[src/hw/rtl/ndps_pkg.sv]
`timescale 1ns / 1ps
`default_nettype none

package ndps_pkg;

    // Field widths of the streams.
    localparam int OPND_W = 16;
    localparam int PROD_W = 2 * OPND_W;
    localparam int ACC_W  = 48;
    localparam int ACT_W  = 16;

    // Sigmoid table geometry.
    localparam int SIG_DEPTH = 1024;
    localparam int SIG_IDX_W = $clog2(SIG_DEPTH);

    localparam longint Q30_ONE = 64'sd1 << 30;

    typedef logic [ACT_W-1:0] sig_rom_t [SIG_DEPTH];

    // Finished sum of one neuron together with the bias of its last element.
    typedef struct packed {
        logic signed [ACC_W-1:0]  sum;
        logic signed [OPND_W-1:0] bias;
    } ndps_pre_t;

    // Unsigned quotient by shift and subtract; only ever evaluated at elaboration.
    function automatic longint unsigned udiv64(input longint unsigned num,
                                               input longint unsigned dvs);
        longint unsigned quo;
        longint unsigned rem;
        quo = '0;
        rem = '0;
        for (int bit_pos = 63; bit_pos >= 0; bit_pos--)
        begin
            rem = {rem[62:0], num[bit_pos]};
            if (rem >= dvs)
            begin
                rem          = rem - dvs;
                quo[bit_pos] = 1'b1;
            end
        end
        return quo;
    endfunction

    // One table sample, evaluated at elaboration only: series for exp(-|2x|/32),
    // five rounded squarings, then a rounded quotient.
    function automatic logic [ACT_W-1:0] sig_sample(input int idx);
        longint          n;
        longint          an;
        longint          y;
        longint          e;
        longint          term;
        longint unsigned p;
        longint unsigned den;
        longint unsigned s;
        n  = 2 * longint'(idx) - longint'(SIG_DEPTH);
        an = (n < 0) ? -n : n;
        // The table depth is a power of two, so halving it again is a shift.
        y  = (an * Q30_ONE + longint'(SIG_DEPTH)) >>> (SIG_IDX_W + 1);
        e    = Q30_ONE;
        term = Q30_ONE;
        for (int k = 1; k <= 12; k++)
        begin
            term = longint'(udiv64(64'((term * y) >>> 30), 64'(k)));
            e = (k[0] == 1'b1) ? e - term : e + term;
        end
        p = longint'(e);
        for (int k = 0; k < 5; k++)
        begin
            p = (p * p + (64'd1 << 29)) >> 30;
        end
        den = 64'(Q30_ONE) + p;
        s   = udiv64(p * 64'd65536 + (den >> 1), den);
        if (n >= 0)
        begin
            s = 64'd65536 - s;
        end
        if (s > 64'd65535)
        begin
            s = 64'd65535;
        end
        return s[ACT_W-1:0];
    endfunction

    function automatic sig_rom_t build_sig_rom();
        sig_rom_t rom;
        for (int i = 0; i < SIG_DEPTH; i++)
        begin
            rom[i] = sig_sample(i);
        end
        return rom;
    endfunction

endpackage

`default_nettype wire

[src/hw/rtl/ndps_mac.sv]
`timescale 1ns / 1ps
`default_nettype none

// Input register, multiplier stage and the wide accumulator. Only last
// elements leave this module, carrying the finished sum and their bias.
module ndps_mac (
    input  wire logic                           clk,
    input  wire logic                           rst_n,
    input  wire logic                           in_valid,
    output logic                                in_ready,
    input  wire logic signed [ndps_pkg::OPND_W-1:0] in_data,
    input  wire logic signed [ndps_pkg::OPND_W-1:0] in_weight,
    input  wire logic signed [ndps_pkg::OPND_W-1:0] in_bias,
    input  wire logic                           in_last,
    output logic                                pre_valid,
    input  wire logic                           pre_ready,
    output ndps_pkg::ndps_pre_t                 pre
);
    import ndps_pkg::*;

    logic                     a_valid_reg;
    logic signed [OPND_W-1:0] a_data_reg;
    logic signed [OPND_W-1:0] a_weight_reg;
    logic signed [OPND_W-1:0] a_bias_reg;
    logic                     a_last_reg;

    logic                     b_valid_reg;
    logic signed [PROD_W-1:0] b_prod_reg;
    logic signed [OPND_W-1:0] b_bias_reg;
    logic                     b_last_reg;

    logic [ACC_W-1:0]         acc_reg;
    logic [ACC_W-1:0]         acc_next;
    logic                     c_valid_reg;
    ndps_pre_t                c_pre_reg;

    logic a_adv;
    logic b_adv;

    // A non-last element only needs the accumulator, never the result slot.
    assign b_adv    = b_valid_reg && (!b_last_reg || !c_valid_reg || pre_ready);
    assign a_adv    = a_valid_reg && (!b_valid_reg || b_adv);
    assign in_ready = !a_valid_reg || a_adv;

    assign acc_next = acc_reg + ACC_W'(b_prod_reg);

    always_ff @(posedge clk or negedge rst_n)
    begin
        if (!rst_n)
        begin
            a_valid_reg <= 1'b0;
            b_valid_reg <= 1'b0;
            c_valid_reg <= 1'b0;
            acc_reg     <= '0;
        end
        else
        begin
            if (in_ready)
            begin
                a_valid_reg <= in_valid;
            end
            if (!b_valid_reg || b_adv)
            begin
                b_valid_reg <= a_valid_reg;
            end
            if (b_adv)
            begin
                acc_reg <= b_last_reg ? '0 : acc_next;
            end
            if (b_adv && b_last_reg)
            begin
                c_valid_reg <= 1'b1;
            end
            else if (pre_ready)
            begin
                c_valid_reg <= 1'b0;
            end
        end
    end

    always_ff @(posedge clk)
    begin
        if (in_valid && in_ready)
        begin
            a_data_reg   <= in_data;
            a_weight_reg <= in_weight;
            a_bias_reg   <= in_bias;
            a_last_reg   <= in_last;
        end
        if (a_adv)
        begin
            b_prod_reg <= a_data_reg * a_weight_reg;
            b_bias_reg <= a_bias_reg;
            b_last_reg <= a_last_reg;
        end
        if (b_adv && b_last_reg)
        begin
            c_pre_reg.sum  <= acc_next;
            c_pre_reg.bias <= b_bias_reg;
        end
    end

    assign pre_valid = c_valid_reg;
    assign pre       = c_pre_reg;

endmodule

`default_nettype wire

[config.mk]
export PLATFORM = sky130hd
export DESIGN_NAME = ndps_mac
export DESIGN_NICKNAME = d
export VERILOG_FILES = /design/src/hw/rtl/ndps_pkg.sv /design/src/hw/rtl/ndps_mac.sv
export SDC_FILE = /design/constraint.sdc
export NUM_CORES = 1
export LEC_CHECK = 0
export BUFFER_PORTS_ARGS = -buffer_cell sky130_fd_sc_hd__buf_2
export CAP_MARGIN = 20
export CORE_MARGIN = 2
export CORE_UTILIZATION = 54
export CTS_CLUSTER_DIAMETER = 80
export DETAILED_ROUTE_END_ITERATION = 10
export PLACE_DENSITY = 0.82
export SETUP_SLACK_MARGIN = 0.02
export SLEW_MARGIN = 20
export SYNTH_ARGS = -nofsm -noshare
export SYNTH_HDL_FRONTEND = slang
export SYNTH_SLANG_ARGS = --single-unit
[constraint.sdc]
create_clock -name clk -period 6.3 [get_ports clk]
set_input_delay 1.26 -clock clk [delete_from_list [all_inputs] [get_ports clk]]
set_output_delay 1.26 -clock clk [all_outputs]
set_load 0.05 [all_outputs]
Word-level counts from Yosys, hierarchy flattened
Index checks and enable logic that the tools add are counted.
{"block": "word_totals", "latch_bits": 0, "in_bits": 53, "memories": 0, "output_inout_bits": 66, "register_bits": 213, "rom_bits": 0, "elab_cells": 31, "ramBits": 0}
{"block": "classes", "div": 0, "eq_ne": 0, "shifts": 0, "reduce_logical": 13, "n_addsub": 1, "bitwise": 0, "order_cmp": 0, "muxes": 3, "n_mul": 1}
{"cell": "adder 48 bit", "n": 1}
{"cell": "two-way mux 48 bit", "n": 1}
{"cell": "multiplier 16 x 16 -> 32 bit", "n": 1}
{"cell": "logical AND 1 bit", "n": 4}
{"cell": "logical NOT 1 bit", "n": 4}
{"cell": "logical OR 1 bit", "n": 4}
{"cell": "two-way mux 1 bit", "n": 2}
{"cell": "nonzero test 2 bit", "n": 1}

Depth between registers and ports, before layout
{"block": "depth", "depth_word": 8, "ltp_mapped": 24, "depth_no_buf": 23}

Worst setup path before layout
Ideal clock, no wire load.
{"block": "synth_timing", "kind": "register to register", "from": "reg a_weight_reg[7]", "to": "reg b_prod_reg[31], data pin", "period_less_slack_ns": 5.978, "n_path_buf": 1, "arrival_time_ns": 5.718, "setup_ns": 0.260, "path_stages_with_launch": 23, "slack_ns": 0.322, "required_time_ns": 6.040, "cell_sequence": "edfxtp_1 clkbuf_1 nand2_1 fa_1 inv_1 fa_1 inv_1 fa_1 inv_1 fa_1 fa_1 inv_1 fa_1 inv_1 ha_1 and4_1 o2111ai_1 or3b_1 o211ai_2 a41oi_2 a31oi_2 a41oi_1 xnor2_1"}
{"block": "synth_via", "elab_chain_cells": 1}
{"element": "start: declaration", "line_no": "ndps_mac.sv:23", "rtl": "logic signed [OPND_W-1:0] a_weight_reg;"}
{"element": "start signal: assignment", "line_no": "ndps_mac.sv:86", "rtl": "a_weight_reg <= in_weight;"}
{"element": "multiplier 16 x 16 -> 32 bit", "line_no": "ndps_mac.sv:92", "rtl": "b_prod_reg <= a_data_reg * a_weight_reg;"}
{"element": "end signal: assignment", "line_no": "ndps_mac.sv:92"}
{"element": "end: declaration", "line_no": "ndps_mac.sv:28", "rtl": "logic signed [PROD_W-1:0] b_prod_reg;"}
No other way between the ends.
A chain may end at the register's enable or synchronous reset.

Final worst setup path
{"block": "layout_timing", "from": "reg a_weight_reg[4]", "to": "reg b_prod_reg[31], data pin"}
Same word-level chain as after synthesis.

==> results.md <==
* Outcome: finished clean
* Clock sink total at 213
* Layout cell share with drive strength beyond 1 at 0.164
* Number of global-route vias before repair at 14427
* Inserted Clock Buffers at 25
* Global routing usage summed across all routing layers at 0.231
* Synthesized netlist cell count at 1864
* Global-route met3 utilization at 0.0347
* Pre-Repair DR Iteration Count at 5
* Root Buffer Master: clkbuf_16
* Endpoint class of the critical path: flip-flop
* Number of cells on the worst hold path at 0
* Number of antenna violations at the first check in global routing at 0
* Antenna viol nets, final at 0
* Post-Syn Area per Cell at between 10 and 15 um^2
* Post-CTS Hold Fix Bufs at 0
* Maximum clock frequency at ~0.16 GHz
* Number of rows created at floorplan at 70
* Worst Reg-to-Reg Cells at 22
* Area of the core at 36400 um^2
* Area added between synthesis and finish at 13.0%
* Busiest layer in global routing: met2
* Unrepaired setup endpoints after global routing: true
* Fin cells at 2528
* Avg Vias per Cell at around 5.6
* Time the final worst path needs with I/O delays and setup at 6.23 ns
* Number of enable-type register cells in the synthesized netlist at about 160
* Setup violations, final at 0
* Number of placed cells counting well taps at approximately 2400
* Count of yosys warnings during synthesis at 0
* M2 GR Usage at 0.399
* Reg-to-reg setup timing slack at just over 0.07 ns
* Later-pin clock latency in the skew report at 0.55 ns
* Actual slew at the worst max-slew pin at around 0.87 ns
* Global placement routability congestion at 0.955
* Period Utilization, post-route at 0.989
* Share of flip-flops with an asynchronous set or reset at 0.239
* Nets at between 2000 and 2500
* DRC Markers at 0
* Share of the yosys chip area belonging to registers at 0.309
* Number of maximum-capacitance violations at 0
* Maximum number of pins on one net before global-route repair at 52
* Met1 GRT Util at 0.305
* Area of the die at 38400 um^2
* Clock-pin transition on the worst setup and hold timing paths at 0.06 ns
* Worst Skew at 0.0146 ns
* Category of the most critical setup path: flip-flop to flip-flop
* Boundary Pins at 119
* Distinct cell type count of the synthesized netlist at 79
* WL/cell at 17.7 um
* Vertical die dimension at approximately 200 um
* Floorplan die width at 196 um
* Number of buffers on the longest clock path at 3
* Required time of the critical path at about 6.6 ns
* Hold/Removal Path Class: flip-flop to flip-flop
* Via count at between 10000 and 15000
* Detail Placement HPWL at 34400 um
* Grt total ovfl at 0
* Clock tree from TritonCTS: built
* Max-slew headroom at the worst pin at 0.419
* Count of final max-slew check failures at 0
* Global-route wire length before repair at 71500 um
* Initial Utilization at 0.546
* Largest register FFs at 64
* Initial DRC Count at 848
* Mapped Nets at between 2000 and 2500
* Hold slack final at just over 0.4 ns
* Antenna diode count at 0
* Endpoint arrival time on the critical path at 6.51 ns
* H-tree level count at 1
* Number of endpoints with negative hold slack in the final report at 0
* Number of storage elements in the synthesis netlist at approximately 210
* Main synth FF type: edfxtp_1
* Max FO, Critical Path at 5
* Count of input and output buffers at roughly 120
* Post-synthesis cell area at roughly 20000 um^2
* Total detailed-routing wirelength at 44600 um
* Startpoint type of the worst setup path: flip-flop
[routing by layer]
layer | part of all wire | vias to the layer above | routed length (um)
met5 | 0 | - | 0
met4 | 0.031 | 0 | 1410
met3 | 0.060 | 106 | 2670
met2 | 0.49 | 527 | 21800
met1 | 0.42 | 6958 | 18800
li1 | - | 6441 | -
[stage by stage]
| stage | area (um^2) | setup TNS, ns | worst slack, ns | utilization |
|---|---|---|---|---|
| after global placement | 21200 | 0 | 0.0594 | 0.581 |
| after CTS | 22000 | 0 | 0.0168 | 0.604 |
| after floorplan | 19900 | 0 | 0.322 | - |
| after global routing | 22500 | -0.136 | -0.0722 | 0.617 |
| after detailed placement | 21200 | -0.0421 | -0.0421 | 0.581 |
| final | 22500 | 0 | 0.0720 | 0.617 |
[worst max-delay path: stages (launching register included)]
cell       delay [ns]
edfxtp_1         0.50
buf_6            0.18
buf_6            0.11
and2_1           0.15
fa_1             0.54
inv_1            0.06
fa_1             0.52
fa_1             0.42
inv_2            0.08
fa_2             0.44
fa_1             0.49
inv_1            0.05
fa_1             0.47
inv_1            0.07
ha_4             0.28
and3_4           0.20
o2111ai_2        0.10
or3b_4           0.41
o211ai_4         0.13
a41oi_2          0.18
a31oi_2          0.29
a41oi_2          0.14
xnor2_1          0.15
[final timing paths]
path                                            from                  endpoint
min in group asynchronous                      rst_n    acc_reg[5]$_DFFE_PN0P_
min reg2reg                 a_bias_reg[11]$_DFFE_PP_  b_bias_reg[11]$_DFFE_PP_
max                        a_weight_reg[4]$_DFFE_PP_  b_prod_reg[31]$_DFFE_PP_
max in group asynchronous                      rst_n   acc_reg[36]$_DFFE_PN0P_
min                         a_bias_reg[11]$_DFFE_PP_  b_bias_reg[11]$_DFFE_PP_
max reg2reg                a_weight_reg[4]$_DFFE_PP_  b_prod_reg[31]$_DFFE_PP_
[kinds of logic after synthesis]
logic type | count (synthesis) | share of synthesized area
multiplexers | 1 | 0.000503
XOR/XNOR | 77 | 0.0339
AO/OA/AOI/OAI | 310 | 0.117
buffers and inverters | 405 | 0.0787
AND/OR/NAND/NOR | 466 | 0.116
flip-flops | 213 | 0.309
adder cells (fa/ha/maj) | 392 | 0.346
[cells in the mapped netlist, types with 3 or more instances]
| cell type | n | area [um^2] |
|---|---|---|
| a2111o_1 | 3 | 33.8 |
| a211oi_1 | 4 | 30.0 |
| a211oi_2 | 4 | 50.1 |
| a21boi_0 | 4 | 30.0 |
| a21o_1 | 40 | 300 |
| a21oi_1 | 78 | 390 |
| a21oi_2 | 7 | 61.3 |
| a22o_1 | 36 | 315 |
| a31oi_1 | 3 | 18.8 |
| and2_1 | 132 | 826 |
| and3_1 | 10 | 62.6 |
| buf_2 | 13 | 65.1 |
| buf_6 | 4 | 45.0 |
| clkbuf_1 | 49 | 184 |
| dfrtp_1 | 51 | 1280 |
| edfxtp_1 | 162 | 4860 |
| fa_1 | 263 | 5270 |
| ha_1 | 129 | 1610 |
| inv_1 | 339 | 1270 |
| nand2_1 | 175 | 657 |
| nand2b_1 | 11 | 68.8 |
| nand3_1 | 19 | 95.1 |
| nand4_1 | 16 | 100 |
| nor2_1 | 59 | 221 |
| nor2b_1 | 3 | 18.8 |
| nor3_1 | 16 | 80.1 |
| nor4_1 | 3 | 18.8 |
| o2111ai_1 | 5 | 43.8 |
| o211ai_1 | 10 | 75.1 |
| o211ai_2 | 3 | 37.5 |
| o21a_1 | 10 | 75.1 |
| o21ai_0 | 29 | 145 |
| o21ai_1 | 10 | 50.1 |
| o21ai_2 | 5 | 43.8 |
| o21bai_1 | 21 | 158 |
| or2_2 | 4 | 25.0 |
| or3_1 | 7 | 43.8 |
| xnor2_1 | 56 | 490 |
| xor2_1 | 21 | 184 |
[layout by cell type (no fill, tap or decap), types with 5 or more instances in the layout]
cell	Yosys	layout
dfrtp_1	51	51
ha_4	0	5
a21oi_1	78	78
nand4_1	16	16
o21ai_1	10	12
inv_2	0	9
and2_1	132	125
a21o_1	40	40
buf_2	13	119
and2_4	0	5
o211ai_1	10	10
nand2b_1	11	11
o21a_1	10	10
nand2_1	175	173
clkbuf_16	0	25
fa_1	263	258
xor2_1	21	21
or3_1	7	7
o21bai_1	21	21
inv_1	339	330
nor2_1	59	57
buf_6	4	5
fa_2	0	5
o21ai_2	5	5
o21ai_0	29	27
nand3_1	19	18
clkbuf_1	49	10
xnor2_1	56	56
a21oi_2	7	7
nor3_1	16	16
ha_1	129	124
a22o_1	36	36
edfxtp_1	162	162
and3_1	10	8
buf_4	0	92
[cell type report]
| type | instances | area [um^2] |
|---|---|---|
| clock buffers | 36 | 677 |
| clock inverters | 10 | 128 |
| fillers | 2859 | 13900 |
| inverters | 339 | 1270 |
| multi-input cells | 1246 | 12300 |
| flip-flops and latches | 213 | 6140 |
| well taps | 468 | 586 |
| repair buffers | 216 | 1340 |
[timing repair]
item | CTS | global route
pin swaps | 0 | 32
setup endpoints to repair | 3 | 10
gates resized for setup | 1 | 45
buffers inserted | 4 | 44
gates cloned | 0 | 0
Power is left out: the tool's default activity adds up to more than one toggle a clock period on the data nets, which glitch-free logic cannot reach.
